`src/rtl/assert_macros.svh`:
```
// assertion helpers for the rtl
`ifndef ASSERT_MACROS_SVH
`define ASSERT_MACROS_SVH

// same-cycle implication
`define ASSERT_IMPLY(lbl, c, r, a, b) \
    lbl: assert property (@(posedge c) disable iff (!r) (a) |-> (b)) \
        else $error("same-cycle check failed");

// next-cycle implication
`define ASSERT_NEXT(lbl, c, r, a, b) \
    lbl: assert property (@(posedge c) disable iff (!r) (a) |=> (b)) \
        else $error("next-cycle check failed");

`endif

```
`src/rtl/cln_ram.sv`:
```
`default_nettype none
module cln_ram #(
    parameter int WIDTH = 16,
    parameter int DEPTH = 64,
    localparam int AW = $clog2(DEPTH)
) (
    input  logic             clk,
    input  logic             we,
    input  logic [AW-1:0]    waddr,
    input  logic [WIDTH-1:0] wdata,
    input  logic [AW-1:0]    raddr,
    output logic [WIDTH-1:0] rdata
);
    logic [WIDTH-1:0] mem [DEPTH];
    logic [WIDTH-1:0] rdata_reg;

    always_ff @(posedge clk)
    begin
        if (we)
        begin
            mem[waddr] <= wdata;
        end
        rdata_reg <= mem[raddr];
    end

    assign rdata = rdata_reg;
endmodule
`default_nettype wire

```
`config.mk`:
```
export PLATFORM = sky130hd
export DESIGN_NAME = cln_ram
export DESIGN_NICKNAME = d
export VERILOG_FILES = /design/src/rtl/assert_macros.svh /design/src/rtl/cln_ram.sv
export SDC_FILE = /design/constraint.sdc
export NUM_CORES = 1
export LEC_CHECK = 0
export BUFFER_PORTS_ARGS = -buffer_cell sky130_fd_sc_hd__buf_2
export CORE_ASPECT_RATIO = 0.7
export CORE_MARGIN = 2
export CORE_UTILIZATION = 35
export DETAILED_ROUTE_END_ITERATION = 6
export MAX_ROUTING_LAYER = met4
export PLACE_DENSITY = 0.51
export SYNTH_ARGS = -nofsm -noshare
export SYNTH_HDL_FRONTEND = slang
export SYNTH_SLANG_ARGS = --single-unit
```
`constraint.sdc`:
```
create_clock -name clk -period 3.7 [get_ports clk]
set_input_delay 0.185 -clock clk [delete_from_list [all_inputs] [get_ports clk]]
set_output_delay 0.185 -clock clk [all_outputs]
set_load 0.005 [all_outputs]
```
==> metrics <==
via count=19,329; Setup CP Type=input port to flop; Mean Syn Cell Area=21.9 um2; Worst-Margin Slew=1.16 ns; Main synth FF type=edfxtp_1; most common cell after layout, fill and taps aside=edfxtp_1; fill count=10,088; die width=408 um; leakage=14.3 nW; Post-Syn Area=40,000 um2; Worst R2R Path Depth=5; Layout Utilization=40.4%; minimum clock period=2.23 ns; final clock skew=0.0315 ns; Seq/Total Area, Yosys=77.6%; critical path arrival=2.78 ns; Final TNS setup=0 ns; status=finished clean; Detailed Place HPWL=67.5 mm; syn nets=1,859; area grow syn2layout=14.2%; first-pass GRT wire length=149 mm; worst r2r src=mem[22][9]$_DFFE_PP_; RSZ-0062 raised after global routing=false; post-CTS resize count=0; Initial Utilization=35.4%; Routed Antenna Nets=0; CTS sink count=1,040; most frequent cells in the layout=edfxtp_1 (1,024), mux4_2 (220), buf_4 (111), clkbuf_16 (99), mux2i_1 (85); headroom to the max-slew limit=22.4%; EDFF count, synth=1,024; IO Pins=46; GR Util All Layers=18.7%; number of buffers created by CTS=97; Max rail drop VDD=0.378 mV; flops & latches, synth=1,040; type of the most critical hold path=input port to flop; Worst-path clk slew=0.07 ns; max reg flops=1,024; DIE HEIGHT=287 um; routability cong.=0.825; max-slew violation count=0; Rows=103; Pre-antenna DRT Iters=7; Core Region=113,000 um2; reg-to-reg endpoint=rdata[9]$_DFF_P_; min-delay src=wdata[13]; DR DRC count=0; Vias/cell=5.38; share of cells above drive strength 1=27.1%; post-synth cell types=43; WHS Path Cells=1; initial antenna violation count=8; CTS max path bufs=3; CTS tree=built; fmax=0.448 GHz; crit path capture type=flop; asr flop ratio synth=0%; DR iter-0 viols=2,101; max_cap viols=0; Clock Root Buffer=clkbuf_16; vias in the first global route=19,208; Wirelength per Cell=29.7 um; setup bufs post-CTS=0; Final setup viols=0; worst path required time=4.24 ns; worst reg2reg setup slack=1.52 ns; final net count=2,022; Min-Delay Endpoint=mem[33][13]$_DFFE_PP_; Tcrit/Tclk final=60.3%; WL final=107 mm; Cell Pwr Density=536 nW/um2; critical-path maximum fanout=39; Syn. warnings=0; Worst-Skew Late Latency=0.69 ns; H-tree depth=3; grt total ovfl=0; PortBufs=45; largest net degree at the start of global routing=73; Post-Syn Instances=1,829; final hold violations=0; Worst setup SP type=input port; die area=117,000 um2
-- report_power, final --
part | leakage [nW] | internal, W | total, W | switching, W
Combinational | 3.45 | 0.000445 | 0.00128 | 0.000836
Clock | 1.54 | 0.00586 | 0.0101 | 0.00429
Sequential | 9.35 | 0.0130 | 0.0131 | 0.0000607
-- cells in the mapped netlist (all sizes together), types with 2 or more instances --
cell type | number | area (um2)
edfxtp | 1024 | 30700
mux4 | 224 | 5060
mux2i | 85 | 851
buf | 77 | 626
nor2 | 74 | 283
nand2 | 60 | 233
a22oi | 39 | 293
nor2b | 30 | 188
clkbuf | 27 | 108
mux2 | 27 | 304
nand3 | 24 | 120
a21oi | 17 | 85.1
a221oi | 16 | 140
dfxtp | 16 | 320
nand4 | 12 | 75.1
a211o | 8 | 70.1
a211oi | 8 | 60.1
a311oi | 8 | 70.1
a31oi | 8 | 50.1
o21ai | 8 | 40.0
a221o | 6 | 60.1
a22o | 6 | 52.6
a41oi | 5 | 43.8
and4 | 5 | 43.8
nand2b | 3 | 18.8
nor4 | 3 | 37.5
and2 | 2 | 12.5
nand3b | 2 | 15.0
nor3 | 2 | 10.0
-- timing repair --
item | 4_1_cts | 5_1_grt
endpoints found under the hold margin | 41 | 0
hold buffers | 2 | 0
setup endpoints to repair | 0 | 0
-- layer usage --
metal	wire (um)	GRT usage, %
met5	0	-
met4	2300	4.24
met3	9380	5.43
met2	44500	25.2
met1	50400	27.9
-- area by class of cell --
class	count	area, um2	share of cell area (%)
Multi-Input combinational cell	685	8270	18.1
Clock inverter	51	613	1.34
Clock buffer	119	2550	5.58
Antenna cell	8	20.0	0.0438
Sequential cell	1040	31100	68.0
Tap cell	1522	1900	4.16
Timing Repair Buffer	168	1300	2.84
-- per-stage QoR --
| step | total power, W | hold WS [ns] | setup WS [ns] | std cells | cell area, um2 |
|---|---|---|---|---|---|
| floorplan | 0.0140 | 0.284 | 1.48 | 1829 | 40000 |
| global placement | 0.0146 | 0.645 | 0.481 | 3412 | 42500 |
| detailed placement | 0.0146 | 0.639 | 0.739 | 3413 | 42500 |
| CTS | 0.0247 | 0.00932 | 1.46 | 3585 | 45700 |
| global route | 0.0253 | 0.0288 | 1.35 | 3588 | 45700 |
| finish | 0.0245 | 0.0291 | 1.47 | 3593 | 45700 |
-- worst max-delay path, stage by stage --
cell and delay, ns:
buf_8 0.38, buf_12 0.36, buf_12 0.33, mux4_2 0.58
a22o_1 0.29, nor2_1 0.44, nor4_2 0.11
-- worst max-delay path by stage --
stage	startpoint	to	cells after the start
final	raddr[0]	rdata[7]$_DFF_P_	7
after global routing	raddr[0]	rdata[10]$_DFF_P_	7
after CTS	raddr[0]	rdata[7]$_DFF_P_	7
after detailed placement	raddr[0]	rdata[7]$_DFF_P_	7
after global placement	raddr[2]	rdata[7]$_DFF_P_	7
after floorplan	waddr[3]	mem[48][0]$_DFFE_PP_	4
-- kinds of logic after synthesis --
group / after synthesis / synth area share [%]
and+or+nand+nor: 220 / 2.65
buffers and inverters: 104 / 1.83
DFF: 1040 / 77.6
AOI/OAI and AO/OA: 129 / 2.41
muxes: 336 / 15.5
No activity file was read; power rests on OpenSTA's default activity.
