File: src/rtl/assert_macros.svh
// assertion helpers for the rtl
`ifndef ASSERT_MACROS_SVH
`define ASSERT_MACROS_SVH

// same-cycle implication
`define ASSERT_IMPLY(lbl, c, r, a, b) \
    lbl: assert property (@(posedge c) disable iff (!r) (a) |-> (b)) \
        else $error("same-cycle check failed");

// next-cycle implication
`define ASSERT_NEXT(lbl, c, r, a, b) \
    lbl: assert property (@(posedge c) disable iff (!r) (a) |=> (b)) \
        else $error("next-cycle check failed");

`endif

File: src/rtl/cln_pkg.sv
`default_nettype none
package cln_pkg;

    localparam int MAX_CHANNELS = 64;
    localparam int IDX_W  = 6;
    localparam int CNT_W  = 7;
    localparam int SUM_W  = 38;
    localparam int ROOT_W = 19;
    localparam int NORM_W = 20;
    localparam int DEN_W  = 32;
    localparam int NUM_W  = 56;
    localparam int DIV_AW = 57;
    localparam int QBITS  = 17;
    localparam int STEP_W = 5;
    localparam logic [15:0] EPS_RESET = 16'd1;

    typedef enum logic [3:0] {
        ST_COLLECT,
        ST_ROOT_GO,
        ST_ROOT,
        ST_P1_READ,
        ST_P1_GO,
        ST_P1_WAIT,
        ST_P1_ACC,
        ST_P2_READ,
        ST_P2_LO,
        ST_P2_HI,
        ST_P2_NUM,
        ST_P2_GO,
        ST_P2_WAIT,
        ST_EMIT
    } cln_state_t;

    typedef struct packed {
        logic             start;
        logic [SUM_W-1:0] operand;
    } cln_sqrt_req_t;

    typedef struct packed {
        logic              done;
        logic [ROOT_W-1:0] root;
    } cln_sqrt_rsp_t;

    typedef struct packed {
        logic             start;
        logic             neg;
        logic [NUM_W-1:0] mag;
        logic [DEN_W-1:0] den;
    } cln_div_req_t;

    typedef struct packed {
        logic        done;
        logic        sat;
        logic [15:0] value;
    } cln_div_rsp_t;

endpackage
`default_nettype wire

File: src/rtl/cln_sqrt.sv
`default_nettype none
module cln_sqrt (
    input  logic                   clk,
    input  logic                   rst_n,
    input  cln_pkg::cln_sqrt_req_t req,
    output cln_pkg::cln_sqrt_rsp_t rsp
);
    import cln_pkg::*;

    logic             busy_reg, busy_next;
    logic             done_reg, done_next;
    logic [SUM_W-1:0] v_reg, v_next;
    logic [SUM_W-1:0] res_reg, res_next;
    logic [SUM_W-1:0] bit_reg, bit_next;
    logic [SUM_W-1:0] trial;

    // one result bit per cycle, bit walks down by powers of four
    always_comb
    begin
        busy_next = busy_reg;
        done_next = 1'b0;
        v_next    = v_reg;
        res_next  = res_reg;
        bit_next  = bit_reg;
        trial     = res_reg + bit_reg;
        if (req.start)
        begin
            busy_next = 1'b1;
            v_next    = req.operand;
            res_next  = '0;
            bit_next  = SUM_W'(1) << (SUM_W - 2);
        end
        else if (busy_reg)
        begin
            if (v_reg >= trial)
            begin
                v_next   = v_reg - trial;
                res_next = (res_reg >> 1) + bit_reg;
            end
            else
            begin
                res_next = res_reg >> 1;
            end
            bit_next = bit_reg >> 2;
            if (bit_reg == SUM_W'(1))
            begin
                busy_next = 1'b0;
                done_next = 1'b1;
            end
        end
    end

    always_ff @(posedge clk or negedge rst_n)
    begin
        if (!rst_n)
        begin
            busy_reg <= 1'b0;
            done_reg <= 1'b0;
        end
        else
        begin
            busy_reg <= busy_next;
            done_reg <= done_next;
        end
    end

    always_ff @(posedge clk)
    begin
        v_reg   <= v_next;
        res_reg <= res_next;
        bit_reg <= bit_next;
    end

    assign rsp.done = done_reg;
    assign rsp.root = res_reg[ROOT_W-1:0];
endmodule
`default_nettype wire

File: config.mk
export PLATFORM = sky130hd
export DESIGN_NAME = cln_sqrt
export DESIGN_NICKNAME = d
export VERILOG_FILES = /design/src/rtl/assert_macros.svh /design/src/rtl/cln_pkg.sv /design/src/rtl/cln_sqrt.sv
export SDC_FILE = /design/constraint.sdc
export NUM_CORES = 1
export LEC_CHECK = 0
export BUFFER_PORTS_ARGS = -buffer_cell sky130_fd_sc_hd__buf_4
export CAP_MARGIN = 20
export CORE_MARGIN = 10
export CORE_UTILIZATION = 62
export CTS_BUF_LIST = sky130_fd_sc_hd__clkbuf_16
export DETAILED_ROUTE_END_ITERATION = 10
export HOLD_SLACK_MARGIN = 0.05
export PLACE_DENSITY = 0.86
export SLEW_MARGIN = 30
export SYNTH_ARGS = -nofsm -noshare
export SYNTH_HDL_FRONTEND = slang
export SYNTH_SLANG_ARGS = --single-unit
File: constraint.sdc
create_clock -name clk -period 10.9 [get_ports clk]
set_input_delay 0 -clock clk [delete_from_list [all_inputs] [get_ports clk]]
set_output_delay 0 -clock clk [all_outputs]
set_load 0.02 [all_outputs]
==> impl_metrics.yaml <==
clock_tree:
  cts_buffer_depth: 2
  cts_tree: "built"
  cts_resized: 0
  hold_buffers: 41
  clk_latency_ns: 0.37
  clock-sinks: 97
  root_buffer: "clkbuf_16"
  clk_transition_reported_paths_ns: 0.07
  cts_made_buffers: 9
  h-tree-depth: 3
  postCtsSetupBuffers: 0
setup_path:
  crit_chain: "ha_1, a31oi_1, a211oi_1, a21oi_1, o31ai_2, o41ai_2, o31ai_2, a21oi_1, xor2_1, ha_1, nand4_1, or4_1, nor3_2, nor2_1, a31oi_4, a21oi_4, buf_4, o21ai_4, buf_4"
  start_kind: "register"
  critical_path_class: "reg -> reg"
  critPathMaxStageDelay_ns: 0.53
  required_ns: 10.91
  reg2reg_slack_ns: 4.94
  cp.arrival_ns: 5.96
  worst_r2r_path_depth: 19
  critPathSlowestCell: "ha_1"
  cp_max_fo: 86
  cp-end-kind: "register"
timing:
  fin_crit_ns: 5.96
  slew_violations: 0
  max_freq_mhz: 168
  setup_viol: 0
  tightest_slew_ns: 0.790
  skew_ns: 0.00981
  layout_setup_ws_ns: 4.94
  hold_viol: 0
  hold_slack_ns: 0.456
  rsz0062_at_grt: "no"
  slew_headroom_pct: 47.3
  setup-tns-final_ns: 0
  min_period_over_period_pct: 54.7
finish:
  num_antenna_cells: 0
  postLayoutCellArea_sq_mm: 0.00976
  syn_to_final_growth_pct: 11.7
  layout.cells.most_common_list: "116 x nor2_1, 107 x nand2_1, 83 x o21ai_0"
  final_net_count: 1233
  drive_above_1_share_pct: 11.0
  final_common_cell: "nor2_1"
pwr:
  power_density_mw_per_mm2: 252
  vdd_drop_max_mv: 0.179
  leakage_nw: 3.96
die:
  ioPinCount: 61
  start_util_pct: 63.2
  fp.dieH_um: 139
  design.die.area_sq_mm: 0.0192
  die_w_um: 139
  core-area_sq_mm: 0.0138
  rows: 43
logic_synthesis:
  ys_ff_latch: 97
  synth_fp_nets: 1193
  ys_seq_area_share_pct: 26.7
  synth_warnings: 0
  yosysTopAreaCellShare_pct: 13.1
  synth.area.top_cells: "dfxtp_1 13%, edfxtp_1 13%, ha_1 11%"
  synth_cells: 1073
  synth_ff_type: "dfxtp_1"
  synth.avg_cell_area_sq_um: 8.14
  synth_edf_count: 38
  synthArstFlopShare_pct: 2.06
  synth_cell_types: 78
  netlist_area_sq_mm: 0.00874
  synth_top_area_cell: "dfxtp_1"
global_route:
  antenna_found_initial: 0
  grt_pass1_vias: 7888
  grt_pass1_wl_um: 38300
  grt.total_usage_pct: 23.4
  grt-ovfl-total: 0
  grt_max_degree: 95
place:
  detailed_place.area_sq_mm: 0.00903
  place_ws_ns: 5.01
  post-dp-hpwl_um: 16200
  portBuffers: 60
  gp_congestion: 0.937
route:
  wire_per_inst_um: 17.8
  drc: 0
  first_iter_violations: 657
  drtPass1Iterations: 5
  wirelength_um: 23100
  vias: 8322
  vias_per_cell: 6.41
  ant_nets: 0
run_status:
  status: "complete, no violations"
hold_path:
  hp-class: "in -> reg"
  hold_path_depth: 4
flow_run:
  cap_violations: 0
## cells in the mapped netlist (all sizes together), types with 5 or more instances
| master | count |
|---|---|
| a2111oi | 16 |
| a211oi | 7 |
| a21o | 31 |
| a21oi | 71 |
| a311oi | 21 |
| a31o | 8 |
| a31oi | 37 |
| buf | 42 |
| clkbuf | 38 |
| dfxtp | 57 |
| edfxtp | 38 |
| ha | 78 |
| inv | 23 |
| mux2 | 8 |
| mux2i | 21 |
| nand2 | 107 |
| nand2b | 5 |
| nand3 | 20 |
| nand4 | 23 |
| nor2 | 116 |
| nor2b | 8 |
| nor3 | 19 |
| nor4 | 8 |
| o21a | 6 |
| o21ai | 85 |
| o21bai | 22 |
| o311ai | 5 |
| o31ai | 7 |
| or3 | 22 |
| or4 | 5 |
| xnor2 | 29 |
| xor2 | 41 |
## report_power, final
| group | internal [mW] | switching [mW] | total (mW) |
|---|---|---|---|
| logic | 0.609 | 0.908 | 1.52 |
| clock network | 0.159 | 0.159 | 0.319 |
| registers | 0.528 | 0.0997 | 0.627 |
| total | 1.30 | 1.17 | 2.46 |
## through the flow
| stage | power, mW | util [%] | cells |
|---|---|---|---|
| detailed placement | 2.09 | 65.3 | 1240 |
| CTS | 2.43 | 70.4 | 1297 |
| finish | 2.46 | 70.6 | 1298 |
| floorplan | 1.83 | - | 1073 |
| global route | 2.66 | 70.6 | 1298 |
| global placement | 2.06 | 65.3 | 1240 |
## worst max-delay path, delay by kind of cell (launching register included)
family | cells | cell delay, ns
compound gates | 10 | 2.46
xor+xnor | 1 | 0.18
fa+ha+maj | 2 | 0.88
buf+inv | 2 | 0.79
flops | 1 | 0.36
simple gates | 4 | 0.84
## final timing paths
path                                           end                     from
min reg2reg                res_reg[0]$_SDFFE_PP0P_  res_reg[0]$_SDFFE_PP0P_
min                            v_reg[15]$_DFFE_PP_                  req[15]
max in group asynchronous       busy_reg$_DFF_PN0_                    rst_n
max                            v_reg[35]$_DFFE_PP_  res_reg[2]$_SDFFE_PP0P_
min in group asynchronous       busy_reg$_DFF_PN0_                    rst_n
max reg2reg                    v_reg[35]$_DFFE_PP_  res_reg[2]$_SDFFE_PP0P_
## logic make-up after synthesis
family,count (synthesis),synth area share (%)
simple gates,350,18.6
fa+ha+maj,79,11.4
buf+inv,103,6.10
flops,97,26.7
mux,29,3.44
xor+xnor,70,7.02
compound gates,345,26.8
## routing by layer
metal	up-vias	routed length [um]	track usage [%]
met5	-	0	0
li1	4080	-	-
met3	49	1370	5.92
met1	3943	9640	27.3
met2	250	11500	40.5
met4	0	631	8.40
## final cells by class
| class | count | area (sq um) |
|---|---|---|
| multi-input cells | 873 | 5880 |
| fillers | 1088 | 4070 |
| flip-flops and latches | 97 | 2330 |
| repair buffers | 109 | 941 |
| clock buffers | 9 | 225 |
| well taps | 180 | 225 |
| inverters | 23 | 86.3 |
| clock inverters | 7 | 61.3 |
Power figures use the tool's default switching activity.
