==> config.mk <==
export PLATFORM = sky130hd
export DESIGN_NAME = cln_div
export DESIGN_NICKNAME = d
export VERILOG_FILES = /design/src/rtl/assert_macros.svh /design/src/rtl/cln_pkg.sv /design/src/rtl/cln_div.sv
export SDC_FILE = /design/constraint.sdc
export NUM_CORES = 1
export LEC_CHECK = 0
export BUFFER_PORTS_ARGS = -buffer_cell sky130_fd_sc_hd__buf_2
export CORE_ASPECT_RATIO = 1.75
export CORE_MARGIN = 2
export CORE_UTILIZATION = 50
export CTS_CLUSTER_SIZE = 8
export DETAILED_ROUTE_END_ITERATION = 10
export GPL_ROUTABILITY_DRIVEN = 0
export PLACE_DENSITY = 0.72
export SETUP_SLACK_MARGIN = 0.15
export SYNTH_ARGS = -nofsm -noshare
export SYNTH_HDL_FRONTEND = slang
export SYNTH_SLANG_ARGS = --single-unit
==> constraint.sdc <==
create_clock -name clk -period 7.8 [get_ports clk]
set_input_delay 0.39 -clock clk [delete_from_list [all_inputs] [get_ports clk]]
set_output_delay 0.39 -clock clk [all_outputs]
set_load 0.05 [all_outputs]
==> src/rtl/assert_macros.svh <==
// assertion helpers for the rtl
`ifndef ASSERT_MACROS_SVH
`define ASSERT_MACROS_SVH

// same-cycle implication
`define ASSERT_IMPLY(lbl, c, r, a, b) \
    lbl: assert property (@(posedge c) disable iff (!r) (a) |-> (b)) \
        else $error("same-cycle check failed");

// next-cycle implication
`define ASSERT_NEXT(lbl, c, r, a, b) \
    lbl: assert property (@(posedge c) disable iff (!r) (a) |=> (b)) \
        else $error("next-cycle check failed");

`endif

==> src/rtl/cln_pkg.sv <==
`default_nettype none
package cln_pkg;

    localparam int MAX_CHANNELS = 64;
    localparam int IDX_W  = 6;
    localparam int CNT_W  = 7;
    localparam int SUM_W  = 38;
    localparam int ROOT_W = 19;
    localparam int NORM_W = 20;
    localparam int DEN_W  = 32;
    localparam int NUM_W  = 56;
    localparam int DIV_AW = 57;
    localparam int QBITS  = 17;
    localparam int STEP_W = 5;
    localparam logic [15:0] EPS_RESET = 16'd1;

    typedef enum logic [3:0] {
        ST_COLLECT,
        ST_ROOT_GO,
        ST_ROOT,
        ST_P1_READ,
        ST_P1_GO,
        ST_P1_WAIT,
        ST_P1_ACC,
        ST_P2_READ,
        ST_P2_LO,
        ST_P2_HI,
        ST_P2_NUM,
        ST_P2_GO,
        ST_P2_WAIT,
        ST_EMIT
    } cln_state_t;

    typedef struct packed {
        logic             start;
        logic [SUM_W-1:0] operand;
    } cln_sqrt_req_t;

    typedef struct packed {
        logic              done;
        logic [ROOT_W-1:0] root;
    } cln_sqrt_rsp_t;

    typedef struct packed {
        logic             start;
        logic             neg;
        logic [NUM_W-1:0] mag;
        logic [DEN_W-1:0] den;
    } cln_div_req_t;

    typedef struct packed {
        logic        done;
        logic        sat;
        logic [15:0] value;
    } cln_div_rsp_t;

endpackage
`default_nettype wire

==> src/rtl/cln_div.sv <==
`default_nettype none
module cln_div (
    input  logic                  clk,
    input  logic                  rst_n,
    input  cln_pkg::cln_div_req_t req,
    output cln_pkg::cln_div_rsp_t rsp
);
    import cln_pkg::*;

    logic              busy_reg, busy_next;
    logic              done_reg, done_next;
    logic              neg_reg, neg_next;
    logic              big_reg, big_next;
    logic [DIV_AW-1:0] rem_reg, rem_next;
    logic [DIV_AW-1:0] dsh_reg, dsh_next;
    logic [QBITS-1:0]  q_reg, q_next;
    logic [STEP_W-1:0] step_reg, step_next;
    logic [DIV_AW-1:0] biased;
    logic [DIV_AW-1:0] limit;
    logic              pos_sat;
    logic              neg_sat;
    logic              sat;
    logic [15:0]       neg_val;

    // round half away: (mag + den/2) / den, one quotient bit per cycle
    always_comb
    begin
        busy_next = busy_reg;
        done_next = 1'b0;
        neg_next  = neg_reg;
        big_next  = big_reg;
        rem_next  = rem_reg;
        dsh_next  = dsh_reg;
        q_next    = q_reg;
        step_next = step_reg;
        biased    = DIV_AW'(req.mag) + DIV_AW'(req.den >> 1);
        limit     = DIV_AW'(req.den) << QBITS;
        if (req.start)
        begin
            neg_next  = req.neg;
            q_next    = '0;
            rem_next  = biased;
            dsh_next  = DIV_AW'(req.den) << (QBITS - 1);
            step_next = STEP_W'(QBITS - 1);
            // quotient cannot fit, saturate without iterating
            if (biased >= limit)
            begin
                big_next  = 1'b1;
                done_next = 1'b1;
            end
            else
            begin
                big_next  = 1'b0;
                busy_next = 1'b1;
            end
        end
        else if (busy_reg)
        begin
            if (rem_reg >= dsh_reg)
            begin
                rem_next = rem_reg - dsh_reg;
                q_next   = {q_reg[QBITS-2:0], 1'b1};
            end
            else
            begin
                q_next = {q_reg[QBITS-2:0], 1'b0};
            end
            dsh_next  = dsh_reg >> 1;
            step_next = step_reg - STEP_W'(1);
            if (step_reg == '0)
            begin
                busy_next = 1'b0;
                done_next = 1'b1;
            end
        end
    end

    always_ff @(posedge clk or negedge rst_n)
    begin
        if (!rst_n)
        begin
            busy_reg <= 1'b0;
            done_reg <= 1'b0;
        end
        else
        begin
            busy_reg <= busy_next;
            done_reg <= done_next;
        end
    end

    always_ff @(posedge clk)
    begin
        neg_reg  <= neg_next;
        big_reg  <= big_next;
        rem_reg  <= rem_next;
        dsh_reg  <= dsh_next;
        q_reg    <= q_next;
        step_reg <= step_next;
    end

    always_comb
    begin
        pos_sat = q_reg > QBITS'(32767);
        neg_sat = q_reg > QBITS'(32768);
        sat     = big_reg || (neg_reg ? neg_sat : pos_sat);
        neg_val = 16'd0 - q_reg[15:0];
        rsp.done = done_reg;
        rsp.sat  = sat;
        if (sat)
        begin
            rsp.value = neg_reg ? 16'h8000 : 16'h7fff;
        end
        else
        begin
            rsp.value = neg_reg ? neg_val : q_reg[15:0];
        end
    end
endmodule
`default_nettype wire
==> results.md <==
- Number of max-slew violations in the final report: 0
- Type of the worst setup path: primary input to register
- CTS Buffer Depth: 2
- Share of the yosys chip area belonging to registers: 0.291
- Antenna cells: 0
- Destination of the worst hold path: neg_reg
- Required time at the worst-slack endpoint: ~8 ns
- Power Total: roughly 3 mW
- Grt ovf: 0
- Run status: finished clean
- Post-layout nets: around 1,800
- Detailed Routing Iterations Pass 1: 5
- Sequential cell area in the final layout: around 3500 um2
- Data arrival at the endpoint of the critical path: around 6.0 ns
- Total half-perimeter wirelength after legalization and detailed placement: about 28,000 um
- H-Tree Level Count: 4
- Number of cells traversed by the worst register-to-register path: 13
- Routed wire per std cell: 18.9 um
- Detailed router's first-iteration violation count: a little under 800
- Post-Place Worst Slack: 1.70 ns
- Wire length of the first global-routing pass: ~57,000 um
- Core occupancy in the finished layout: 0.564
- Sum of buffers and inverters on the critical path: 3
- Final Routed Wirelength: 36,300 um
- Post-layout minimum cycle time: 5.71 ns
- Placement row count: between 70 and 80
- DRT antenna net count: 0
- Count of max-cap constraint violations: 0
- Register bit total from synthesis: 131
- Number of endpoints with negative hold slack in the final report: 0
- DR vias: 11,800
- # fillers: approximately 2,300
- Mean cell area of the mapped netlist: 7.96 um2
- Highest net fanout along the worst path: 9
- Yosys top cell area share: 0.224
- Worst setup skew after layout: 0.00916 ns
- Element type at the critical path end: register
- Power Density: 216 nW/um2
- Library cells used by synthesis: 74
- Effective utilization at floorplan: 0.509
- Cell count of the worst hold path: 1
- Die width: 122 um
- Number of buffers added by the clock tree synthesis step: 17
- Top_reg_cell synth: edfxtp_1
- Worst Hold Launch: req[88]
- Master cell of the clock root buffer: clkbuf_16
- Remaining DRCs: 0
- Number of warning messages in the yosys log: 0
- Setup TNS: 0 ns
- Slew Limit Headroom: 0.425
- Resized cells post-CTS: 0
- Launching point of the worst reg2reg path: dsh_reg[2]
- Reported leakage power: approximately 5.6 nW
- Peak Freq: 175 MHz
- Die Area: 25,700 um2
- Total clock sinks: 131
- Most common cell after layout, fill and taps aside: nand2_1
- Setup bufs post-CTS: 0
- Largest net degree at the start of global routing: 82
- Async set-or-reset flop fraction in the synthesized netlist: 0.0153
- Final design instance area without fill: 13,500 um2
- Cell type contributing the most total cell area after synthesis: edfxtp_1
- Clk pin slew, worst setup/hold paths: 0.07 ns
- Flop-to-flop setup slack: around 3.1 ns
- Share of final-layout standard cells stronger than drive strength 1: 0.105
- Multi-input gate area: 7920 um2
- Area of the mapped netlist: ~12,000 um2
- Die Span Y: approximately 210 um
- Clock tree from TritonCTS: yes
- Kind of cell adding the most delay to the critical path: simple AND/OR/NAND/NOR gates
- Area of the core: between 20,000 and 25,000 um2
- Max reg flops: 57
- Actual slew at the worst max-slew pin: 0.856 ns
- Number of flops mapped to enable cells by yosys: 91
- Unrepaired setup endpoints after global routing: no
- Top library cells by usage in the layout, fill and taps aside: nand2_1 (177), nor2_1 (147), a21oi_1 (134)
- Highest cell delay on the worst timing path: 0.51 ns
- Startpoint kind of the worst setup timing path: primary input
- Peak ir drop on the vdd network: 0.189 mV
- Antenna violations before repair: 0
- Final period utilization: 0.733
- Final setup violation count: 0
- Quantity of I/O buffers inserted on ports: 109
- End of the worst register-to-register path: rem_reg[20]
- Leading post-synthesis cells by cell area: edfxtp_1 (22%), ha_1 (12%), dfxtp_1 (6.2%), a21oi_1 (5.5%), nand2_1 (5.5%)
- Final setup slack of the worst path: 2.09 ns
- Clock latency on the worst-skew pair: ~0.44 ns
- Area growth syn-to-layout: 10.7%
- Hold buffer count at CTS: 1
- Detailed-route vias per instance: just over 6
- Gate Count Post-Synth: 1,531
- Worst min-delay path category: primary input to register
- Combined global-route utilization of all metal layers: 0.285
- IO Count: 110
- Highest-delay cell along the critical path: or4_1
- Net count of the mapped netlist: between 1,500 and 2,000
- Post-detailed-placement cell area: 12,900 um2
- Vias in the first global route: 11,400
Yosys cell counts (4+ instances only):
master	n
buf_1	5
xnor2_1	66
clkbuf_1	52
nor2_1	147
a21o_1	35
or4_1	7
or2_2	6
nor3_1	27
xor2_1	40
or3_1	15
a221o_1	12
o211ai_1	13
dfxtp_1	38
mux2i_1	38
a31oi_1	8
nor4_1	8
edfxtp_1	91
nor2b_1	15
nand3b_1	4
o221ai_1	4
and3_1	10
nand2_1	178
ha_1	114
nand3_1	41
o21bai_1	20
a21oi_1	134
inv_1	117
o31ai_1	7
buf_2	4
nand4_1	32
o21ai_0	126
nand2b_1	5
o21a_1	13
a211oi_1	17
a21boi_0	7
o31a_1	6
final cells by class:
type | count | area share
Clock buffer | 18 | 0.0326
Clock inverter | 14 | 0.0103
Inverter | 118 | 0.0328
Multi-Input combinational cell | 1216 | 0.587
Sequential cell | 131 | 0.263
Tap cell | 308 | 0.0286
Timing Repair Buffer | 118 | 0.0458
per-layer routing:
layer,GRT usage,up-vias,part of all wire
li1,-,5661,-
met1,0.315,5451,0.38
met2,0.504,505,0.51
met3,0.0338,138,0.048
met4,0.192,0,0.070
met5,0,-,0
worst max-delay path by stage:
| stage | start | end | slack, ns | cells past startpoint |
|---|---|---|---|---|
| 4_1_cts | req[1] | busy_reg | 2.15 | 25 |
| 5_1_grt | req[1] | busy_reg | 1.70 | 25 |
| 3_5_place_dp | req[1] | busy_reg | 1.70 | 25 |
| 6_report | req[1] | busy_reg | 2.09 | 25 |
| 2_1_floorplan | req[1] | busy_reg | 2.88 | 22 |
| 3_3_place_gp | req[1] | busy_reg | 1.83 | 25 |
worst reg2reg max path, cell delays in order (launching register included):
cell and delay (ns):
dfxtp_1 0.35, inv_1 0.06, ha_1 0.34, a21oi_1 0.22, a21boi_0 0.23, a211oi_1 0.64, o211ai_1 0.25, a21o_1 0.25
a21boi_0 0.46, o31ai_1 0.16, buf_4 0.19, o41ai_1 0.64, nand2_2 0.08, buf_4 0.34
through the flow:
| stage | std cells | hold slack (ns) |
|---|---|---|
| floorplan | 1531 | 0.0944 |
| global placement | 1890 | 0.174 |
| detailed placement | 1890 | 0.185 |
| CTS | 1923 | 0.113 |
| global route | 1923 | 0.114 |
| finish | 1923 | 0.126 |
cell families after synthesis:
kind of cell	Yosys count	share of synthesized area
fa+ha+maj	116	0.120
mux	41	0.0340
buf+inv	184	0.0593
compound gates	434	0.220
flops	131	0.291
simple gates	519	0.200
xor+xnor	106	0.0762
power breakdown:
| group | internal [mW] | switching (mW) | total (mW) |
|---|---|---|---|
| Sequential | 0.865 | 0.0465 | 0.912 |
| Clock | 0.456 | 0.339 | 0.795 |
| Combinational | 0.452 | 0.754 | 1.21 |
| Total | 1.77 | 1.14 | 2.91 |
Power figures use the tool's default switching activity.
